### config.mk
export PLATFORM = sky130hd
export DESIGN_NAME = battery_charge_simulator_top
export DESIGN_NICKNAME = d
export VERILOG_FILES = /design/src/rtl/bcs_pkg.sv /design/src/rtl/battery_charge_simulator_top.sv
export SDC_FILE = /design/constraint.sdc
export NUM_CORES = 2
export LEC_CHECK = 0
export BUFFER_PORTS_ARGS = -buffer_cell sky130_fd_sc_hd__buf_4
export CAP_MARGIN = 40
export CELL_PAD_IN_SITES_DETAIL_PLACEMENT = 1
export CELL_PAD_IN_SITES_GLOBAL_PLACEMENT = 1
export CORE_UTILIZATION = 54
export DETAILED_ROUTE_END_ITERATION = 10
export GPL_TIMING_DRIVEN = 0
export PLACE_DENSITY = 0.95
export SLEW_MARGIN = 20
export SYNTH_ARGS = -nofsm -noshare
export SYNTH_HDL_FRONTEND = slang
export SYNTH_SLANG_ARGS = --single-unit
export TNS_END_PERCENT = 30
### constraint.sdc
create_clock -name clk -period 22.8 [get_ports clk]
set_input_delay 2.28 -clock clk [delete_from_list [all_inputs] [get_ports clk]]
set_output_delay 2.28 -clock clk [all_outputs]
set_load 0.05 [all_outputs]
### src/rtl/bcs_pkg.sv
// Package with the item types, request codes and constants of the battery charge simulator.
package bcs_pkg;

    localparam logic [2:0] REQ_TICK       = 3'd0;
    localparam logic [2:0] REQ_POWER_HIGH = 3'd1;
    localparam logic [2:0] REQ_POWER_LOW  = 3'd2;
    localparam logic [2:0] REQ_TIMEOUT    = 3'd3;
    localparam logic [2:0] REQ_HEARTBEAT  = 3'd4;

    localparam logic [1:0] CFG_CHARGE_RATE    = 2'd0;
    localparam logic [1:0] CFG_DISCHARGE_RATE = 2'd1;

    localparam logic [30:0] FULL_LEVEL      = 31'd1677721600;
    localparam logic [30:0] STEP_MAX        = 31'h7FFF_FFFF;
    localparam logic [30:0] LEVEL_RESET     = 31'd838860800;
    localparam logic [15:0] CHARGE_RATE_RST = 16'd2431;
    localparam logic [15:0] DISCH_RATE_RST  = 16'd2605;
    localparam logic [15:0] TIMEOUT_RESET   = 16'd60;
    localparam logic [15:0] COUNT_MAX       = 16'hFFFF;

    typedef struct packed {
        logic [2:0]  req_type;
        logic [15:0] write_value;
    } in_item_t;

    typedef struct packed {
        logic [30:0] charge_level;
        logic        is_charging;
        logic        is_discharging;
        logic        heartbeat_expired;
        logic [15:0] heartbeat_age;
    } out_item_t;

endpackage

### src/rtl/battery_charge_simulator_top.sv
// Top level of the battery charge simulator: register stage, state update and result register.
// Items pass through the input register, then the result register; a new item is accepted every
// cycle unless an untaken result stalls it. The set point multiply and the tick's add and clamp
// each fit in the one stage between those two registers. The state of charge starts at 50 percent
// after reset; a write to the initial charge register (index 2) is accepted and has no effect on
// the running level. Charge and discharge rates take the low sixteen bits of the write data.
module battery_charge_simulator_top (
    input  logic               clk,
    input  logic               rst_n,
    input  logic               in_valid,
    output logic               in_ready,
    input  bcs_pkg::in_item_t  in_data,
    output logic               out_valid,
    input  logic               out_ready,
    output bcs_pkg::out_item_t out_data,
    input  logic               cfg_we,
    input  logic [1:0]         cfg_index,
    input  logic [30:0]        cfg_data
);

    logic               in_valid_reg;
    bcs_pkg::in_item_t  in_item_reg;
    logic               out_valid_reg;
    bcs_pkg::out_item_t out_item_reg;
    bcs_pkg::out_item_t out_item_next;
    logic               advance;

    logic [15:0] charge_rate_reg;
    logic [15:0] discharge_rate_reg;

    logic [30:0] soc_reg, soc_next;
    logic [30:0] charge_step_reg, charge_step_next;
    logic [30:0] discharge_step_reg, discharge_step_next;
    logic        charging_reg, charging_next;
    logic        discharging_reg, discharging_next;
    logic [15:0] power_high_reg, power_high_next;
    logic [15:0] beat_count_reg, beat_count_next;
    logic [15:0] beat_timeout_reg, beat_timeout_next;
    logic [15:0] beat_expected_reg, beat_expected_next;
    logic        expired;

    logic [31:0] set_point;
    logic [31:0] magnitude;
    logic [15:0] rate_sel;
    logic [47:0] product;
    logic [30:0] step_sat;
    logic [31:0] level_sum;
    logic [15:0] count_cleared;

    assign advance   = in_valid_reg && (!out_valid_reg || out_ready);
    assign in_ready  = !in_valid_reg || advance;
    assign out_valid = out_valid_reg;
    assign out_data  = out_item_reg;

    always_ff @(posedge clk or negedge rst_n)
    begin
        if (!rst_n)
        begin
            charge_rate_reg    <= bcs_pkg::CHARGE_RATE_RST;
            discharge_rate_reg <= bcs_pkg::DISCH_RATE_RST;
        end
        else if (cfg_we)
        begin
            case (cfg_index)
                bcs_pkg::CFG_CHARGE_RATE:    charge_rate_reg    <= cfg_data[15:0];
                bcs_pkg::CFG_DISCHARGE_RATE: discharge_rate_reg <= cfg_data[15:0];
                default:                     ;
            endcase
        end
    end

    assign set_point = {power_high_reg, in_item_reg.write_value};
    assign magnitude = set_point[31] ? (~set_point + 32'd1) : set_point;
    assign rate_sel  = set_point[31] ? charge_rate_reg : discharge_rate_reg;
    assign product   = {16'd0, magnitude} * {32'd0, rate_sel};
    assign step_sat  = (product[47:31] != 17'd0) ? bcs_pkg::STEP_MAX : product[30:0];
    assign level_sum = {1'b0, soc_reg} + {1'b0, charge_step_reg};

    always_comb
    begin
        soc_next            = soc_reg;
        charge_step_next    = charge_step_reg;
        discharge_step_next = discharge_step_reg;
        charging_next       = charging_reg;
        discharging_next    = discharging_reg;
        power_high_next     = power_high_reg;
        beat_count_next     = beat_count_reg;
        beat_timeout_next   = beat_timeout_reg;
        beat_expected_next  = beat_expected_reg;
        expired             = 1'b0;
        count_cleared       = beat_count_reg;
        case (in_item_reg.req_type)
            bcs_pkg::REQ_TICK:
            begin
                if (beat_count_reg > beat_timeout_reg)
                begin
                    expired       = 1'b1;
                    count_cleared = 16'd0;
                end
                if (charging_reg)
                begin
                    if (level_sum <= {1'b0, bcs_pkg::FULL_LEVEL})
                    begin
                        soc_next = level_sum[30:0];
                    end
                    else
                    begin
                        soc_next      = bcs_pkg::FULL_LEVEL;
                        charging_next = 1'b0;
                    end
                end
                else if (discharging_reg)
                begin
                    if (soc_reg >= discharge_step_reg)
                    begin
                        soc_next = soc_reg - discharge_step_reg;
                    end
                    else
                    begin
                        soc_next         = 31'd0;
                        discharging_next = 1'b0;
                    end
                end
                beat_count_next = (count_cleared == bcs_pkg::COUNT_MAX) ?
                                  count_cleared : count_cleared + 16'd1;
            end
            bcs_pkg::REQ_POWER_HIGH:
            begin
                power_high_next = in_item_reg.write_value;
            end
            bcs_pkg::REQ_POWER_LOW:
            begin
                if (set_point[31])
                begin
                    charging_next    = 1'b1;
                    discharging_next = 1'b0;
                    charge_step_next = step_sat;
                end
                else if (set_point != 32'd0)
                begin
                    charging_next       = 1'b0;
                    discharging_next    = 1'b1;
                    discharge_step_next = step_sat;
                end
                else
                begin
                    charging_next    = 1'b0;
                    discharging_next = 1'b0;
                end
            end
            bcs_pkg::REQ_TIMEOUT:
            begin
                beat_timeout_next = in_item_reg.write_value;
                beat_count_next   = 16'd0;
            end
            bcs_pkg::REQ_HEARTBEAT:
            begin
                if (beat_expected_reg == in_item_reg.write_value)
                begin
                    beat_count_next = 16'd0;
                end
                beat_expected_next = ~in_item_reg.write_value;
            end
            default: ;
        endcase
        out_item_next.charge_level      = soc_next;
        out_item_next.is_charging       = charging_next;
        out_item_next.is_discharging    = discharging_next;
        out_item_next.heartbeat_expired = expired;
        out_item_next.heartbeat_age     = beat_count_next;
    end

    always_ff @(posedge clk or negedge rst_n)
    begin
        if (!rst_n)
        begin
            in_valid_reg       <= 1'b0;
            out_valid_reg      <= 1'b0;
            soc_reg            <= bcs_pkg::LEVEL_RESET;
            charge_step_reg    <= 31'd0;
            discharge_step_reg <= 31'd0;
            charging_reg       <= 1'b0;
            discharging_reg    <= 1'b0;
            power_high_reg     <= 16'd0;
            beat_count_reg     <= 16'd0;
            beat_timeout_reg   <= bcs_pkg::TIMEOUT_RESET;
            beat_expected_reg  <= 16'd0;
        end
        else
        begin
            if (in_ready)
            begin
                in_valid_reg <= in_valid;
            end
            if (advance)
            begin
                out_valid_reg      <= 1'b1;
                soc_reg            <= soc_next;
                charge_step_reg    <= charge_step_next;
                discharge_step_reg <= discharge_step_next;
                charging_reg       <= charging_next;
                discharging_reg    <= discharging_next;
                power_high_reg     <= power_high_next;
                beat_count_reg     <= beat_count_next;
                beat_timeout_reg   <= beat_timeout_next;
                beat_expected_reg  <= beat_expected_next;
            end
            else if (out_ready)
            begin
                out_valid_reg <= 1'b0;
            end
        end
    end

    always_ff @(posedge clk)
    begin
        if (in_ready && in_valid)
        begin
            in_item_reg <= in_data;
        end
        if (advance)
        begin
            out_item_reg <= out_item_next;
        end
    end

`ifndef ASSERT_OFF
    a_flags_exclusive: assert property (@(posedge clk) disable iff (!rst_n)
        !(charging_reg && discharging_reg))
        else $error("Charging and discharging are both set.");

    a_level_in_range: assert property (@(posedge clk) disable iff (!rst_n)
        soc_reg <= bcs_pkg::FULL_LEVEL)
        else $error("State of charge is above full.");

    a_expired_age: assert property (@(posedge clk) disable iff (!rst_n)
        (out_valid_reg && out_item_reg.heartbeat_expired) |-> (out_item_reg.heartbeat_age == 16'd1))
        else $error("An expired heartbeat item does not report an age of one.");

    a_stage_holds: assert property (@(posedge clk) disable iff (!rst_n)
        (in_valid_reg && !advance) |=> (in_valid_reg && $stable(in_item_reg)))
        else $error("A stalled item left the input register.");
`endif

endmodule

Word level (Yosys, flattened, before mapping). Cells that the tools add are included.

Register bits: 262. Output and inout bits: 52.

Add/subtract/negate cells: 4. Multiply operators: 1. Order comparisons: 3. Eq/ne operators: 7. Multiplexer cells: 26. Bitwise gates (word level): 3. Reductions and logical operators: 18.

Operators with widths (number): two-way mux 31 bit (6); two-way mux 16 bit (5); multiplier 32 x 16 -> 48 bit (1); one-hot mux 16 bit (3 select lines) (1); adder 31 x 31 -> 32 bit (1); adder 32 x 1 -> 32 bit (second input constant) (1); <= comparator 32 x 31 -> 1 bit (second input constant) (1); two-way mux 32 bit (1); NOT 32 bit (1); nonzero test 32 bit (1); greater-or-equal comparator 31 bit (1); subtractor 31 bit (1); nonzero test 17 bit (1); adder 16 x 1 -> 16 bit (second input constant) (1); equality test 16 bit (1); equality test 16 bit (second input constant) (1); greater-than comparator 16 bit (1); NOT 16 bit (1); two-way mux 1 bit (11); AND reduction 2 bit (5); equality test 3 x 2 -> 1 bit (second input constant) (2); one-hot mux 1 bit (2 select lines) (2); AND reduction 4 bit (1); equality test 3 x 1 -> 1 bit (second input constant) (1); other kinds (10) (13).

Logic depth before layout (Yosys ltp).
Word-level depth: 6. Mapped depth: 36. Gate-level depth less buffers: 31.

Worst setup path before layout. Ideal clock, no wire load.

Path kind: flip-flop to flip-flop. Start point: reg in_item_reg[8] (netlist name). End point: reg discharge_step_reg[11]. Setup time: 0.145 ns. Data arrival time: 8.885 ns. Path slack: 13.771 ns. Cell stages (with the launch flop): 34. Path buffers: 5. Clock period less this slack: 9.029 ns. Path through: edfxtp_1 buf_2 or4_1 or3_1 or3_1 or2_1 clkbuf_1 o41ai_2 xor2_1 buf_2 nor2_1 fa_1 inv_1 fa_1 inv_1 fa_1 inv_1 fa_1 fa_1 fa_1 inv_1 ha_1 clkbuf_1 a21oi_1 o21ai_0 a221oi_1 o21a_1 inv_1 or4b_1 a21oi_2 o2111ai_2 nor4_4 buf_6 a22oi_2.

Word-level cells in the longest chain between the ends: 6. Elaborated cells on any way between the ends: 8. Classes of those cells: add/sub (1); mul (1); mux (2); bitwise (1); reduce/logical (3).

Ends and longest elaborated chain: from (decl) (RTL line battery_charge_simulator_top.sv:22) `bcs_pkg::in_item_t in_item_reg;`; from (signal assigned) (RTL line battery_charge_simulator_top.sv:219) `in_item_reg <= in_data;`; NOT 32 bit (RTL line battery_charge_simulator_top.sv:73) `assign magnitude = set_point[31] ? (~set_point + 32'd1) : set_point;`; adder 32 x 1 -> 32 bit (RTL line battery_charge_simulator_top.sv:73); two-way mux 32 bit (RTL line battery_charge_simulator_top.sv:73); multiplier 32 x 16 -> 48 bit (RTL line battery_charge_simulator_top.sv:75) `assign product = {16'd0, magnitude} * {32'd0, rate_sel};`; nonzero test 17 bit (RTL line battery_charge_simulator_top.sv:76) `assign step_sat = (product[47:31] != 17'd0) ? bcs_pkg::STEP_MAX : product[30:0];`; two-way mux 31 bit (RTL line battery_charge_simulator_top.sv:76); to (signal assigned) (RTL line battery_charge_simulator_top.sv:200) `discharge_step_reg <= discharge_step_next;`; to (decl) (RTL line battery_charge_simulator_top.sv:33) `logic [30:0] discharge_step_reg, discharge_step_next;`.

Several ways; a longest one is shown, not always the timed one. A chain may end at the register's enable or synchronous reset.

Final worst setup path.
Start point: reg in_item_reg[0] (netlist name). End point: reg charge_step_reg[25].

Word-level cells in the longest chain between the ends: 6.

Ends and longest elaborated chain: NOT 32 bit (RTL line battery_charge_simulator_top.sv:73); adder 32 x 1 -> 32 bit (RTL line battery_charge_simulator_top.sv:73); two-way mux 32 bit * (RTL line battery_charge_simulator_top.sv:73); multiplier 32 x 16 -> 48 bit * (RTL line battery_charge_simulator_top.sv:75); nonzero test 17 bit (RTL line battery_charge_simulator_top.sv:76); two-way mux 31 bit * (RTL line battery_charge_simulator_top.sv:76); to (signal assigned) (RTL line battery_charge_simulator_top.sv:199) `charge_step_reg <= charge_step_next;`; to (decl) (RTL line battery_charge_simulator_top.sv:32) `logic [30:0] charge_step_reg, charge_step_next;`.

Mark *: on every way between the ends. The rest lies on a longest branch, timed or not.

==> flow_summary.ini <==
[global_routing]
grt_most_used_layer = met2
grt_pass1_wl_microns = 236700
antenna_found_initial = 25
grt_start_max_net_pins = 80
grtUsageTotal_pct = 51.62
gr-usage-met1_pct = 52.63
grt-ovfl-total = 0
grtUsageMet3_pct = 27.01
grtUsageMet2_pct = 75.83
grt_pass1_vias = 36710

[synth]
yosys_register_bits = 262
synth_cell_types = 89
synth_top_area_share_pct = 25.28
synthesis.area_sq_mm = 0.03326
synth.net_count = 4416
yosys-top-cells-count = inv_1 (515), nand2_1 (442), fa_1 (420)
synth_edf_count = 69
synth_ff_type = dfrtp_1
syn-instance-count = 3739
async_reset_ff_share_pct = 73.66
synth_top_area_cell = fa_1
avgSynthCellArea_sq_um = 8.895
yosysMostFrequentCell = inv_1
ys_warn_count = 0
ys_seq_area_share_pct = 20.83
synth_area_leaders = fa_1 (25%), dfrtp_1 (13%), ha_1 (7.5%), edfxtp_1 (6.2%), inv_1 (5.8%)

[clock_tree]
clockRootBuffer = clkbuf_16
htree_levels = 1
clk_latency_ps = 680
ctsResizeCount = 0
clk_path_buf_depth = 3
post_cts_buffers = 0
cts_buffers = 31
cts_hold_buffers = 0
cts.sinks = 262
cts.clk_slew.worst_paths_ps = 70
cts_tree = built

[routing]
post_drt_wl_per_cell_microns = 35.35
routed_wl_microns = 168100
antenna_left = 0
dr.pass1.iters = 11
route.detailed.drc = 41
via_per_inst = 7.329
num_vias = 34851
drt_iter0_markers = 5199

[sta]
fin_crit_sh_pct = 62.66
min_period_ps = 14290
setup_violations = 0
finalSetupTns_ps = 0
finalClockSkew_ps = 57.92
relSlewSlack_pct = 22.51
max_freq_mhz = 69.99
maxSlewViolCount = 0
rsz0062_at_grt = false
hold_viol = 0
worst_pin_slew_ps = 1130

[floorplanning]
initial_core_util_pct = 54.90
die_width_microns = 250.2
io_pins = 109
rows = 90
die_area_sq_mm = 0.06259
die_h_microns = 250.2
coreArea_sq_mm = 0.06058

[setup_path]
worstSetupPathType = reg -> reg
critPathMaxStageDelay_ps = 1010
cp_max_fo = 10
critPathArrivalTime_ps = 14790
cp-end-kind = flop
cp_common_cell = fa_1
worst-endpoint-required_ps = 23310
crit_family = adder cells
crit_path_start_kind = flop
crit_buf_inv = 10
cp_slowest_cell = fa_1

[placement]
dp_hpwl_microns = 112400
place_congestion = 1.021
placedCellCount = 4650
portBuffers = 93

[final_layout]
syn2layout_area_growth_pct = 10.27
largest_reg_flops = 50
nets = 4603
drive_above_1_share_pct = 10.91
final_cells = 4755

[run_status]
status = finished with violations
violations = DRC

[run]
maxCapViolations = 0

[min_path]
hp-class = reg -> reg
==> per-layer routing <==
metal	part of all wire, %	vias up
met3	15	1736
met2	41	3573
met5	0.61	-
met1	30	16665
met4	12	42
li1	-	12835
==> tightest hold or removal path: stages (launching register included) <==
cell and delay, ps:
dfrtp_1 360, nand2_1 60, o21ai_0 70
==> final timing paths <==
path / startpoint / slack [ps] / endpoint / cells after the start
setup / recovery: in_item_reg[0] / 8510 / charge_step_reg[25] / 33
hold / removal: beat_expected_reg[2] / 520 / beat_expected_reg[2] / 2
setup reg to reg: in_item_reg[0] / 8510 / charge_step_reg[25] / 33
hold reg to reg: beat_expected_reg[2] / 520 / beat_expected_reg[2] / 2
max in group asynchronous: rst_n / 20050 / charge_rate_reg[1] / 3
min in group asynchronous: rst_n / 1510 / soc_reg[4] / 1
==> final cells by class <==
class                           count  area (sq um)
Tap cell                          782         978.4
Inverter                          515          1933
Clock inverter                     11         152.6
Antenna cell                       22         55.05
Clock buffer                       47         905.9
Timing Repair Buffer              154          1269
Multi-Input combinational cell   2765         23630
Fill cell                        6977         23910
Buffer                            197         820.8
Sequential cell                   262          6929
==> placed cells by master (no fill, tap or decap), drive strengths merged, types with 71 or more instances in the layout <==
cell type | netlist | layout
mux2 | 80 | 80
o21ai | 167 | 167
nor2 | 379 | 379
a21oi | 181 | 181
xor2 | 83 | 83
xnor2 | 71 | 71
clkbuf | 166 | 215
fa | 420 | 420
dfrtp | 171 | 171
buf | 31 | 183
inv | 515 | 517
ha | 200 | 200
nand2 | 442 | 442
==> cells by family after synthesis <==
family / count (synthesis) / synth area share, %
AND/OR/NAND/NOR: 1161 / 15.52
XOR/XNOR: 154 / 4.055
buffers and inverters: 712 / 8.257
AO/OA/AOI/OAI: 726 / 15.10
adder cells (fa/ha/maj): 620 / 32.80
flip-flops: 262 / 20.83
multiplexers: 104 / 3.431
==> stage by stage <==
| step | hold slack, ps | area (sq um) | utilization, % | setup slack (ps) |
|---|---|---|---|---|
| 2_1_floorplan | 449.8 | 33260 | - | 13770 |
| 3_3_place_gp | 464.3 | 34940 | 57.67 | 11230 |
| 3_5_place_dp | 476.6 | 35310 | 58.29 | 10700 |
| 4_1_cts | 517.1 | 36370 | 60.04 | 10370 |
| 5_1_grt | 527.2 | 36640 | 60.48 | 8477 |
| 6_report | 516.8 | 36680 | 60.54 | 8513 |
Power is left out: the tool's default activity adds up to more than one toggle a clock period on the data nets, which glitch-free logic cannot reach.
